--- config.mk ---
export PLATFORM = sky130hd
export DESIGN_NAME = round_robin_schedule_times_top_flat
export DESIGN_NICKNAME = d
export VERILOG_FILES = /design/src/hdl/rrst_pkg.sv /design/src/hdl/rrst_in_if.sv /design/src/hdl/rrst_out_if.sv /design/src/hdl/round_robin_schedule_times_top.sv /design/src/hdl/rrst_ram.sv /design/src/flat_wrapper.sv
export SDC_FILE = /design/constraint.sdc
export NUM_CORES = 2
export LEC_CHECK = 0
export BUFFER_PORTS_ARGS = -buffer_cell sky130_fd_sc_hd__buf_2
export CELL_PAD_IN_SITES_DETAIL_PLACEMENT = 0
export CELL_PAD_IN_SITES_GLOBAL_PLACEMENT = 2
export CORE_MARGIN = 2
export CORE_UTILIZATION = 52
export DETAILED_ROUTE_END_ITERATION = 16
export PLACE_DENSITY = 0.93
export SLEW_MARGIN = 20
export SYNTH_ARGS = -nofsm -noshare
export SYNTH_HDL_FRONTEND = slang
export SYNTH_HIERARCHICAL = 1
export SYNTH_SLANG_ARGS = --single-unit
--- constraint.sdc ---
create_clock -name clk -period 8.2 [get_ports clk]
set_clock_uncertainty 0.2 [all_clocks]
set_input_delay 0 -clock clk [delete_from_list [all_inputs] [get_ports clk]]
set_output_delay 0 -clock clk [all_outputs]
set_load 0.02 [all_outputs]
--- src/hdl/rrst_pkg.sv ---
package rrst_pkg;

    localparam int ARRIVAL_W = 16;
    localparam int BURST_W   = 16;
    localparam int QUANTUM_W = 16;
    localparam int TICK_W    = 24;
    localparam int PNUM_W    = 7;
    localparam int APB_AW    = 3;
    localparam int APB_DW    = 32;

    typedef logic [ARRIVAL_W-1:0] arrival_t;
    typedef logic [BURST_W-1:0]   burst_t;
    typedef logic [QUANTUM_W-1:0] quantum_t;
    typedef logic [TICK_W-1:0]    tick_t;
    typedef logic [PNUM_W-1:0]    pnum_t;

    localparam quantum_t QUANTUM_RESET = 16'd4;

    // Register index as decoded from paddr[2].
    localparam logic REG_QUANTUM = 1'b0;

endpackage

--- src/hdl/rrst_in_if.sv ---
interface rrst_in_if
    import rrst_pkg::*;
();
    logic     valid;
    logic     ready;
    arrival_t arrival;
    burst_t   burst;
    logic     last_process;

    modport source (
        output valid,
        output arrival,
        output burst,
        output last_process,
        input  ready
    );

    modport sink (
        input  valid,
        input  arrival,
        input  burst,
        input  last_process,
        output ready
    );
endinterface

--- src/hdl/rrst_out_if.sv ---
interface rrst_out_if
    import rrst_pkg::*;
();
    logic  valid;
    logic  ready;
    pnum_t process_number;
    tick_t completion;
    tick_t turnaround;
    tick_t waiting;
    logic  last_result;

    modport source (
        output valid,
        output process_number,
        output completion,
        output turnaround,
        output waiting,
        output last_result,
        input  ready
    );

    modport sink (
        input  valid,
        input  process_number,
        input  completion,
        input  turnaround,
        input  waiting,
        input  last_result,
        output ready
    );
endinterface

--- src/hdl/round_robin_schedule_times_top.sv ---
// Round-robin schedule calculator. Processes are loaded one word per cycle on the load channel,
// each with an arrival and a burst time; the word with last_process set starts the schedule
// with the quantum held in the quantum register (address 0, a value of zero acts as one).
// While the schedule runs the load channel is not ready. Each time slice passes through the
// POST, POP, CUR, RUN and UPD states and then a walk over all n loaded processes in the arrival
// memory (ADMIT), and a jump over idle time adds another such walk (FIND); the single read port
// of the arrival and burst memory, which every walk goes through, sets the run time of a batch.
// Results then leave in load order, one at a time: the next is read only once the result
// register is free or being taken by the sink.
// Queue membership is kept in flip-flops, so no clearing pass follows reset.
module round_robin_schedule_times_top
    import rrst_pkg::*;
#(
    parameter int MAX_PROCESSES = 16
) (
    input  logic              clk,
    input  logic              rst_n,
    input  logic              psel,
    input  logic              penable,
    input  logic              pwrite,
    input  logic [APB_AW-1:0] paddr,
    input  logic [APB_DW-1:0] pwdata,
    output logic [APB_DW-1:0] prdata,
    output logic              pready,
    rrst_in_if.sink           load,
    rrst_out_if.source        result
);

    localparam int IW = (MAX_PROCESSES > 1) ? $clog2(MAX_PROCESSES) : 1;
    localparam int CW = $clog2(MAX_PROCESSES + 1);
    localparam int AB_W = ARRIVAL_W + BURST_W;
    localparam logic [CW-1:0] MAX_CNT = CW'(MAX_PROCESSES);
    localparam logic [IW-1:0] LAST_SLOT = IW'(MAX_PROCESSES - 1);

    localparam logic [3:0] S_IDLE  = 4'd0;
    localparam logic [3:0] S_ADMIT = 4'd1;
    localparam logic [3:0] S_POST  = 4'd2;
    localparam logic [3:0] S_FIND  = 4'd3;
    localparam logic [3:0] S_POP   = 4'd4;
    localparam logic [3:0] S_CUR   = 4'd5;
    localparam logic [3:0] S_RUN   = 4'd6;
    localparam logic [3:0] S_UPD   = 4'd7;
    localparam logic [3:0] S_ORD   = 4'd8;
    localparam logic [3:0] S_OLD   = 4'd9;

    logic [3:0]               state_reg, state_next;
    quantum_t                 tq_reg;
    logic [CW-1:0]            loaded_reg, loaded_next;
    logic [CW-1:0]            finished_reg, finished_next;
    logic [CW-1:0]            occ_reg, occ_next;
    logic [IW-1:0]            head_reg, head_next;
    logic [IW-1:0]            tail_reg, tail_next;
    tick_t                    tick_reg, tick_next;
    logic [MAX_PROCESSES-1:0] flag_reg, flag_next;
    logic [CW-1:0]            scan_reg, scan_next;
    logic                     cmp_vld_reg, cmp_vld_next;
    logic                     found_reg, found_next;
    logic                     rem_zero_reg, rem_zero_next;
    logic                     slice_reg, slice_next;
    logic [CW-1:0]            out_idx_reg, out_idx_next;
    logic                     out_vld_reg, out_vld_next;

    logic [IW-1:0]            cmp_idx_reg, cmp_idx_next;
    arrival_t                 best_arr_reg, best_arr_next;
    logic [IW-1:0]            best_idx_reg, best_idx_next;
    logic [IW-1:0]            cur_reg, cur_next;
    burst_t                   run_reg, run_next;
    burst_t                   rem_val_reg, rem_val_next;
    pnum_t                    pnum_reg;
    tick_t                    comp_out_reg;
    tick_t                    tat_out_reg;
    tick_t                    wait_out_reg;
    logic                     last_out_reg;

    logic                     cfg_we;
    quantum_t                 q_eff;
    burst_t                   burst_fix;
    logic                     scan_issue;
    logic                     push_en;
    logic [IW-1:0]            push_idx;
    logic [CW-1:0]            fin_after;
    logic [CW-1:0]            occ_after;
    logic [CW-1:0]            out_idx_inc;
    logic                     out_load;
    tick_t                    tat_calc;

    logic                     ab_we, ab_re;
    logic [IW-1:0]            ab_raddr;
    logic [AB_W-1:0]          ab_rdata;
    arrival_t                 arr_rd;
    burst_t                   bur_rd;
    logic                     rem_we, rem_re;
    logic [IW-1:0]            rem_waddr;
    burst_t                   rem_wdata;
    burst_t                   rem_rdata;
    logic                     q_re;
    logic [IW-1:0]            q_rdata;
    logic                     comp_we, comp_re;
    tick_t                    comp_rdata;

    assign cfg_we = psel & penable & pwrite & (paddr[2] == REG_QUANTUM);
    assign pready = 1'b1;
    assign prdata = (paddr[2] == REG_QUANTUM) ?
                    {{(APB_DW - QUANTUM_W){1'b0}}, tq_reg} : '0;

    assign q_eff       = (tq_reg == '0) ? QUANTUM_W'(1) : tq_reg;
    assign burst_fix   = (load.burst == '0) ? BURST_W'(1) : load.burst;
    assign scan_issue  = scan_reg < loaded_reg;
    assign arr_rd      = ab_rdata[AB_W-1:BURST_W];
    assign bur_rd      = ab_rdata[BURST_W-1:0];
    assign out_idx_inc = out_idx_reg + CW'(1);
    assign tat_calc    = comp_rdata - TICK_W'(arr_rd);
    assign load.ready  = (state_reg == S_IDLE);

    rrst_ram #(.WIDTH(AB_W), .DEPTH(MAX_PROCESSES)) u_ab_ram (
        .clk   (clk),
        .we    (ab_we),
        .waddr (loaded_reg[IW-1:0]),
        .wdata ({load.arrival, burst_fix}),
        .re    (ab_re),
        .raddr (ab_raddr),
        .rdata (ab_rdata)
    );

    rrst_ram #(.WIDTH(BURST_W), .DEPTH(MAX_PROCESSES)) u_rem_ram (
        .clk   (clk),
        .we    (rem_we),
        .waddr (rem_waddr),
        .wdata (rem_wdata),
        .re    (rem_re),
        .raddr (q_rdata),
        .rdata (rem_rdata)
    );

    rrst_ram #(.WIDTH(IW), .DEPTH(MAX_PROCESSES)) u_queue_ram (
        .clk   (clk),
        .we    (push_en),
        .waddr (tail_reg),
        .wdata (push_idx),
        .re    (q_re),
        .raddr (head_reg),
        .rdata (q_rdata)
    );

    rrst_ram #(.WIDTH(TICK_W), .DEPTH(MAX_PROCESSES)) u_comp_ram (
        .clk   (clk),
        .we    (comp_we),
        .waddr (cur_reg),
        .wdata (tick_reg),
        .re    (comp_re),
        .raddr (out_idx_reg[IW-1:0]),
        .rdata (comp_rdata)
    );

    always_comb
    begin
        state_next    = state_reg;
        loaded_next   = loaded_reg;
        finished_next = finished_reg;
        occ_next      = occ_reg;
        head_next     = head_reg;
        tail_next     = tail_reg;
        tick_next     = tick_reg;
        flag_next     = flag_reg;
        scan_next     = scan_reg;
        cmp_vld_next  = cmp_vld_reg;
        found_next    = found_reg;
        rem_zero_next = rem_zero_reg;
        slice_next    = slice_reg;
        out_idx_next  = out_idx_reg;
        cmp_idx_next  = cmp_idx_reg;
        best_arr_next = best_arr_reg;
        best_idx_next = best_idx_reg;
        cur_next      = cur_reg;
        run_next      = run_reg;
        rem_val_next  = rem_val_reg;
        push_en       = 1'b0;
        push_idx      = cmp_idx_reg;
        fin_after     = finished_reg;
        occ_after     = occ_reg;
        out_load      = 1'b0;
        ab_we         = 1'b0;
        ab_re         = 1'b0;
        ab_raddr      = scan_reg[IW-1:0];
        rem_we        = 1'b0;
        rem_re        = 1'b0;
        rem_waddr     = loaded_reg[IW-1:0];
        rem_wdata     = burst_fix;
        q_re          = 1'b0;
        comp_we       = 1'b0;
        comp_re       = 1'b0;

        unique case (state_reg)
            S_IDLE:
            begin
                if (load.valid)
                begin
                    if (loaded_reg < MAX_CNT)
                    begin
                        ab_we       = 1'b1;
                        rem_we      = 1'b1;
                        loaded_next = loaded_reg + CW'(1);
                    end
                    if (load.last_process)
                    begin
                        state_next    = S_ADMIT;
                        tick_next     = '0;
                        head_next     = '0;
                        tail_next     = '0;
                        occ_next      = '0;
                        finished_next = '0;
                        flag_next     = '0;
                        scan_next     = '0;
                        cmp_vld_next  = 1'b0;
                        slice_next    = 1'b0;
                    end
                end
            end
            S_ADMIT:
            begin
                cmp_vld_next = scan_issue;
                if (scan_issue)
                begin
                    ab_re        = 1'b1;
                    scan_next    = scan_reg + CW'(1);
                    cmp_idx_next = scan_reg[IW-1:0];
                end
                if (cmp_vld_reg && !flag_reg[cmp_idx_reg] &&
                    (TICK_W'(arr_rd) <= tick_reg))
                begin
                    push_en  = 1'b1;
                    push_idx = cmp_idx_reg;
                end
                if (!scan_issue && !cmp_vld_reg)
                begin
                    state_next = S_POST;
                end
            end
            S_POST:
            begin
                if (slice_reg)
                begin
                    if (rem_zero_reg)
                    begin
                        comp_we       = 1'b1;
                        finished_next = finished_reg + CW'(1);
                        fin_after     = finished_reg + CW'(1);
                    end
                    else
                    begin
                        push_en   = 1'b1;
                        push_idx  = cur_reg;
                        occ_after = occ_reg + CW'(1);
                    end
                end
                if (fin_after == loaded_reg)
                begin
                    state_next   = S_ORD;
                    out_idx_next = '0;
                end
                else if (occ_after == '0)
                begin
                    state_next   = S_FIND;
                    scan_next    = '0;
                    cmp_vld_next = 1'b0;
                    found_next   = 1'b0;
                end
                else
                begin
                    state_next = S_POP;
                end
            end
            S_FIND:
            begin
                cmp_vld_next = scan_issue;
                if (scan_issue)
                begin
                    ab_re        = 1'b1;
                    scan_next    = scan_reg + CW'(1);
                    cmp_idx_next = scan_reg[IW-1:0];
                end
                if (cmp_vld_reg && !flag_reg[cmp_idx_reg] &&
                    (!found_reg || (arr_rd < best_arr_reg)))
                begin
                    best_arr_next = arr_rd;
                    best_idx_next = cmp_idx_reg;
                    found_next    = 1'b1;
                end
                if (!scan_issue && !cmp_vld_reg)
                begin
                    tick_next  = TICK_W'(best_arr_reg);
                    push_en    = 1'b1;
                    push_idx   = best_idx_reg;
                    state_next = S_POP;
                end
            end
            S_POP:
            begin
                q_re       = 1'b1;
                head_next  = (head_reg == LAST_SLOT) ? '0 : head_reg + IW'(1);
                occ_next   = occ_reg - CW'(1);
                state_next = S_CUR;
            end
            S_CUR:
            begin
                cur_next   = q_rdata;
                rem_re     = 1'b1;
                state_next = S_RUN;
            end
            S_RUN:
            begin
                run_next     = (rem_rdata < q_eff) ? rem_rdata : q_eff;
                rem_val_next = rem_rdata;
                state_next   = S_UPD;
            end
            S_UPD:
            begin
                rem_we        = 1'b1;
                rem_waddr     = cur_reg;
                rem_wdata     = rem_val_reg - run_reg;
                tick_next     = tick_reg + TICK_W'(run_reg);
                rem_zero_next = (rem_val_reg == run_reg);
                slice_next    = 1'b1;
                scan_next     = '0;
                cmp_vld_next  = 1'b0;
                state_next    = S_ADMIT;
            end
            S_ORD:
            begin
                if (!out_vld_reg || result.ready)
                begin
                    ab_re      = 1'b1;
                    ab_raddr   = out_idx_reg[IW-1:0];
                    comp_re    = 1'b1;
                    state_next = S_OLD;
                end
            end
            S_OLD:
            begin
                out_load = 1'b1;
                if (out_idx_inc == loaded_reg)
                begin
                    state_next    = S_IDLE;
                    loaded_next   = '0;
                    finished_next = '0;
                    occ_next      = '0;
                end
                else
                begin
                    out_idx_next = out_idx_inc;
                    state_next   = S_ORD;
                end
            end
            default:
            begin
                state_next = S_IDLE;
            end
        endcase

        if (push_en)
        begin
            tail_next           = (tail_reg == LAST_SLOT) ? '0 : tail_reg + IW'(1);
            occ_next            = occ_reg + CW'(1);
            flag_next[push_idx] = 1'b1;
        end

        if (out_load)
        begin
            out_vld_next = 1'b1;
        end
        else if (result.ready)
        begin
            out_vld_next = 1'b0;
        end
        else
        begin
            out_vld_next = out_vld_reg;
        end
    end

    always_ff @(posedge clk or negedge rst_n)
    begin
        if (!rst_n)
        begin
            state_reg    <= S_IDLE;
            tq_reg       <= QUANTUM_RESET;
            loaded_reg   <= '0;
            finished_reg <= '0;
            occ_reg      <= '0;
            head_reg     <= '0;
            tail_reg     <= '0;
            tick_reg     <= '0;
            flag_reg     <= '0;
            scan_reg     <= '0;
            cmp_vld_reg  <= 1'b0;
            found_reg    <= 1'b0;
            rem_zero_reg <= 1'b0;
            slice_reg    <= 1'b0;
            out_idx_reg  <= '0;
            out_vld_reg  <= 1'b0;
        end
        else
        begin
            state_reg    <= state_next;
            if (cfg_we)
            begin
                tq_reg <= pwdata[QUANTUM_W-1:0];
            end
            loaded_reg   <= loaded_next;
            finished_reg <= finished_next;
            occ_reg      <= occ_next;
            head_reg     <= head_next;
            tail_reg     <= tail_next;
            tick_reg     <= tick_next;
            flag_reg     <= flag_next;
            scan_reg     <= scan_next;
            cmp_vld_reg  <= cmp_vld_next;
            found_reg    <= found_next;
            rem_zero_reg <= rem_zero_next;
            slice_reg    <= slice_next;
            out_idx_reg  <= out_idx_next;
            out_vld_reg  <= out_vld_next;
        end
    end

    always_ff @(posedge clk)
    begin
        cmp_idx_reg  <= cmp_idx_next;
        best_arr_reg <= best_arr_next;
        best_idx_reg <= best_idx_next;
        cur_reg      <= cur_next;
        run_reg      <= run_next;
        rem_val_reg  <= rem_val_next;
        if (out_load)
        begin
            pnum_reg     <= PNUM_W'(out_idx_inc);
            comp_out_reg <= comp_rdata;
            tat_out_reg  <= tat_calc;
            wait_out_reg <= tat_calc - TICK_W'(bur_rd);
            last_out_reg <= (out_idx_inc == loaded_reg);
        end
    end

    assign result.valid          = out_vld_reg;
    assign result.process_number = pnum_reg;
    assign result.completion     = comp_out_reg;
    assign result.turnaround     = tat_out_reg;
    assign result.waiting        = wait_out_reg;
    assign result.last_result    = last_out_reg;

`ifndef SYNTHESIS
    // Every process sits in the ready queue at most once.
    a_occ_bound: assert property (@(posedge clk) disable iff (!rst_n)
        occ_reg <= loaded_reg)
        else $error("ready queue holds more entries than loaded processes");

    a_fin_bound: assert property (@(posedge clk) disable iff (!rst_n)
        finished_reg <= loaded_reg)
        else $error("more processes finished than loaded");

    a_pop_nonempty: assert property (@(posedge clk) disable iff (!rst_n)
        (state_reg == S_POP) |-> (occ_reg != '0))
        else $error("pop from an empty ready queue");

    // The idle-time search only runs while some process is still waiting to arrive.
    a_find_hit: assert property (@(posedge clk) disable iff (!rst_n)
        (state_reg == S_FIND && !scan_issue && !cmp_vld_reg) |-> found_reg)
        else $error("idle-time search found no pending process");

    a_out_free: assert property (@(posedge clk) disable iff (!rst_n)
        (state_reg == S_OLD) |-> !out_vld_reg)
        else $error("result register overwritten before it was taken");
`endif

endmodule

--- src/hdl/rrst_ram.sv ---
module rrst_ram #(
    parameter int WIDTH = 8,
    parameter int DEPTH = 16,
    localparam int AW = (DEPTH > 1) ? $clog2(DEPTH) : 1
) (
    input  logic             clk,
    input  logic             we,
    input  logic [AW-1:0]    waddr,
    input  logic [WIDTH-1:0] wdata,
    input  logic             re,
    input  logic [AW-1:0]    raddr,
    output logic [WIDTH-1:0] rdata
);

    logic [WIDTH-1:0] mem_reg [DEPTH];
    logic [WIDTH-1:0] rdata_reg;

    always_ff @(posedge clk)
    begin
        if (we)
        begin
            mem_reg[waddr] <= wdata;
        end
        if (re)
        begin
            rdata_reg <= mem_reg[raddr];
        end
    end

    assign rdata = rdata_reg;

endmodule
--- src/flat_wrapper.sv ---
// flat-port wrapper written by rule: the top's interface ports become plain ports
module round_robin_schedule_times_top_flat import rrst_pkg::*;
#(
    parameter int MAX_PROCESSES = 16
)
  (clk, rst_n, psel, penable, pwrite, paddr, pwdata, prdata, pready, load_valid, load_arrival, load_burst, load_last_process, load_ready, result_valid, result_process_number, result_completion, result_turnaround, result_waiting, result_last_result, result_ready);
  rrst_in_if load_i ();
  rrst_out_if result_i ();
  input  logic clk;
  input  logic rst_n;
  input  logic psel;
  input  logic penable;
  input  logic pwrite;
  input  logic [APB_AW-1:0] paddr;
  input  logic [APB_DW-1:0] pwdata;
  output logic [APB_DW-1:0] prdata;
  output logic pready;
  input wire logic [$bits(load_i.valid)-1:0] load_valid;
  input wire logic [$bits(load_i.arrival)-1:0] load_arrival;
  input wire logic [$bits(load_i.burst)-1:0] load_burst;
  input wire logic [$bits(load_i.last_process)-1:0] load_last_process;
  output wire logic [$bits(load_i.ready)-1:0] load_ready;
  output wire logic [$bits(result_i.valid)-1:0] result_valid;
  output wire logic [$bits(result_i.process_number)-1:0] result_process_number;
  output wire logic [$bits(result_i.completion)-1:0] result_completion;
  output wire logic [$bits(result_i.turnaround)-1:0] result_turnaround;
  output wire logic [$bits(result_i.waiting)-1:0] result_waiting;
  output wire logic [$bits(result_i.last_result)-1:0] result_last_result;
  input wire logic [$bits(result_i.ready)-1:0] result_ready;
  assign load_i.valid = load_valid;
  assign load_i.arrival = load_arrival;
  assign load_i.burst = load_burst;
  assign load_i.last_process = load_last_process;
  assign load_ready = load_i.ready;
  assign result_valid = result_i.valid;
  assign result_process_number = result_i.process_number;
  assign result_completion = result_i.completion;
  assign result_turnaround = result_i.turnaround;
  assign result_waiting = result_i.waiting;
  assign result_last_result = result_i.last_result;
  assign result_i.ready = result_ready;
  round_robin_schedule_times_top #(.MAX_PROCESSES(MAX_PROCESSES)) u_core (.clk(clk), .rst_n(rst_n), .psel(psel), .penable(penable), .pwrite(pwrite), .paddr(paddr), .pwdata(pwdata), .prdata(prdata), .pready(pready), .load(load_i), .result(result_i));
endmodule
==> impl_metrics.ini <==
[run_status]
status = complete, no violations

[finish]
drive_above_1_share_pct = 22.5
mostFrequentLayoutCells = edfxtp_1 (1430), mux4_2 (285), nand2_1 (193)
fin_util_pct = 60.0
largest_reg_flops = 512
area_growth_pct = 14.5
postLayoutCellArea_um2 = 72000
nets = 4014
fillers = 8464
final_common_cell = edfxtp_1

[timing]
rsz0062_at_grt = no
hold_viol = 0
finalSetupViolCount = 0
period_minus_slack_ns = 4.78
timing.fmax_ghz = 0.209
worst_pin_slew_ns = 1.09
period_share_pct = 58.3
tns_ns = 0
relSlewSlack_pct = 26.8
fin_ws_ns = 3.42
slew_viol_final = 0

[clocking]
clock_path_buffers = 3
ctsHtreeMaxLevel = 4
cts.clk_slew.worst_paths_ns = 0.06
cts_setup_buffers = 0
root_buffer = clkbuf_16
cts_tree = done
ctsResizeCount = 0
clk_latency_ns = 0.79
clock_sinks = 1528
cts_made_buffers = 153

[placed_design]
gp_congestion = 0.819
pre_cts_ws_ns = 3.23
portBuffers = 152
dpl-instance-area_um2 = 65800
hpwl_um = 87300

[synthesis]
synth_edf_count = 1430
ys_warn_count = 6
postSynthCellCount = 3469
ys_seq_elements = 1528
async_flop_share_pct = 6.41
netlist_area_um2 = 62900
ys_seq_area_share_pct = 72.2
ys_types = 91
synth_flop_cell = edfxtp_1
avgSynthCellArea_um2 = 18.1

[global_route]
grt_use_total_pct = 24.6
grtUsageMet3_pct = 5.04
use_met1_pct = 33.4
grt_pass1_wl_um = 221000
grt_pass1_vias = 33893
use_met2_pct = 39.4
grt-ovfl-total = 0
grt_max_degree = 77
antenna_found_initial = 10
top_usage_layer = met2

[routing]
route.detailed.drc = 0
totalWireLength_um = 150000
ant_nets = 0
num_vias = 33788
routedWlPerCell_um = 27.1
via_per_inst = 6.09
first_pass_iters = 6
drt_iter0_markers = 3382

[worst_hold_path]
hp-class = input port to flip-flop

[power]
vdd_drop_max_mv = 0.210
leakage_nw = 24.7
cellPowerDensity_nw_per_um2 = 252

[die]
die-width_um = 352
ios = 190
start_util_pct = 52.4
dieArea_um2 = 124000
fp.dieH_um = 352
row_count = 127
core_um2 = 120000

[flow_run]
max_cap_viol_count = 0

[critical_path]
arrival_ns = 5.10
critPathMaxStageDelay_ns = 0.54
crit_path_cell_trace = ha_1 > inv_1 > fa_1 > a211oi_1 > o21ai_2 > o2111ai_2 > a21boi_0 > o21a_1 > o21ai_0 > nand2b_1 > a21oi_1 > xnor2_1 > ha_1 > o21a_1 > nor2_1 > a21oi_1 > a2111o_1 > nor4_2 > xor2_1
worstPathRequired_ns = 8.52
cp-start-kind = flip-flop
criticalPathCategory = flip-flop to flip-flop
ff2ff_setup_slack_ns = 3.42
crit_path_end_kind = flip-flop
cp_slowest_cell = edfxtp_1
crit_path_max_fanout = 5
## synthesized netlist by cell type (all sizes together), types with 36 or more instances
cell type / count / area share (%)
clkbuf: 82 / 0.49
nand3: 44 / 0.35
edfxtp: 1430 / 68
a22oi: 148 / 1.8
inv: 138 / 0.82
xnor2: 49 / 0.71
mux4: 309 / 11
ha: 122 / 2.4
nor2: 139 / 0.83
buf: 87 / 0.92
a21o: 39 / 0.47
nand2: 194 / 1.2
mux2: 36 / 0.64
nor3: 44 / 0.36
o21ai: 86 / 0.71
dfrtp: 97 / 3.9
a21oi: 82 / 0.66
## cell families after synthesis
family / Yosys count / synth area share, %
AO/OA/AOI/OAI: 507 / 5.61
XOR/XNOR: 79 / 1.15
adder cells (fa/ha/maj): 126 / 2.55
buffers and inverters: 307 / 2.23
flip-flops: 1528 / 72.2
multiplexers: 352 / 12.0
other: 2 / 0.0119
AND/OR/NAND/NOR: 568 / 4.30
## stage by stage
stage          std cells  total power [mW]  hold slack, ns
2_1_floorplan       3486              10.5          -0.496
3_3_place_gp        5167              11.1         -0.0709
3_5_place_dp        5167              11.1         -0.0649
4_1_cts             5544              18.3          0.0347
5_1_grt             5547              18.8          0.0522
6_report            5549              18.2          0.0711
## repair_timing
action,4_1_cts,5_1_grt
endpoints found under the setup margin,0,0
hold buffers,103,0
hold endpoints to repair,878,0
## power breakdown
part	switching (mW)	internal (mW)
combinational	0.958	0.726
clock	2.98	4.11
sequential	0.418	8.97
## metal layers
metal | wire length, um | vias to the layer above
li1 | - | 14602
met2 | 72000 | 1666
met5 | 58 | -
met3 | 13500 | 291
met4 | 5700 | 8
met1 | 59000 | 17221
## critical path, delay by kind of cell, from the launching register on
| family | cells | cell delay, ns |
|---|---|---|
| buf+inv | 1 | 0.05 |
| xor+xnor | 2 | 0.30 |
| simple gates | 3 | 0.34 |
| flops | 1 | 0.54 |
| compound gates | 10 | 2.12 |
| fa+ha+maj | 3 | 0.95 |
## area by class of cell
type | instances | area [um2] | share of cell area (%)
Antenna cell | 5 | 12.5 | 0.0174
Sequential cell | 1528 | 45400 | 63.0
Clock buffer | 185 | 3990 | 5.54
Clock inverter | 89 | 1150 | 1.60
Tap cell | 1612 | 2020 | 2.80
Timing Repair Buffer | 341 | 2460 | 3.41
Inverter | 138 | 519 | 0.721
Multi-Input combinational cell | 1651 | 16500 | 22.9
## final timing paths
check                                                      startpoint                                        to  cells past startpoint
max in group asynchronous                                       rst_n         u_core/out_idx_reg[0]$_DFFE_PN0P_                      4
worst max register to register    u_core/u_ab_ram/rdata[16]$_DFFE_PP_       u_core/result.waiting[23]$_DFFE_PP_                     19
worst min-delay path                                   load_burst[11]  u_core/u_ab_ram/mem_reg[1][11]$_DFFE_PP_                      2
min in group asynchronous                                       rst_n              u_core/tq_reg[2]$_DFFE_PN1P_                      3
worst max-delay path              u_core/u_ab_ram/rdata[16]$_DFFE_PP_       u_core/result.waiting[23]$_DFFE_PP_                     19
worst min register to register  u_core/u_comp_ram/rdata[14]$_DFFE_PP_    u_core/result.completion[14]$_DFFE_PP_                      0
(Power assumes the default switching activity.)
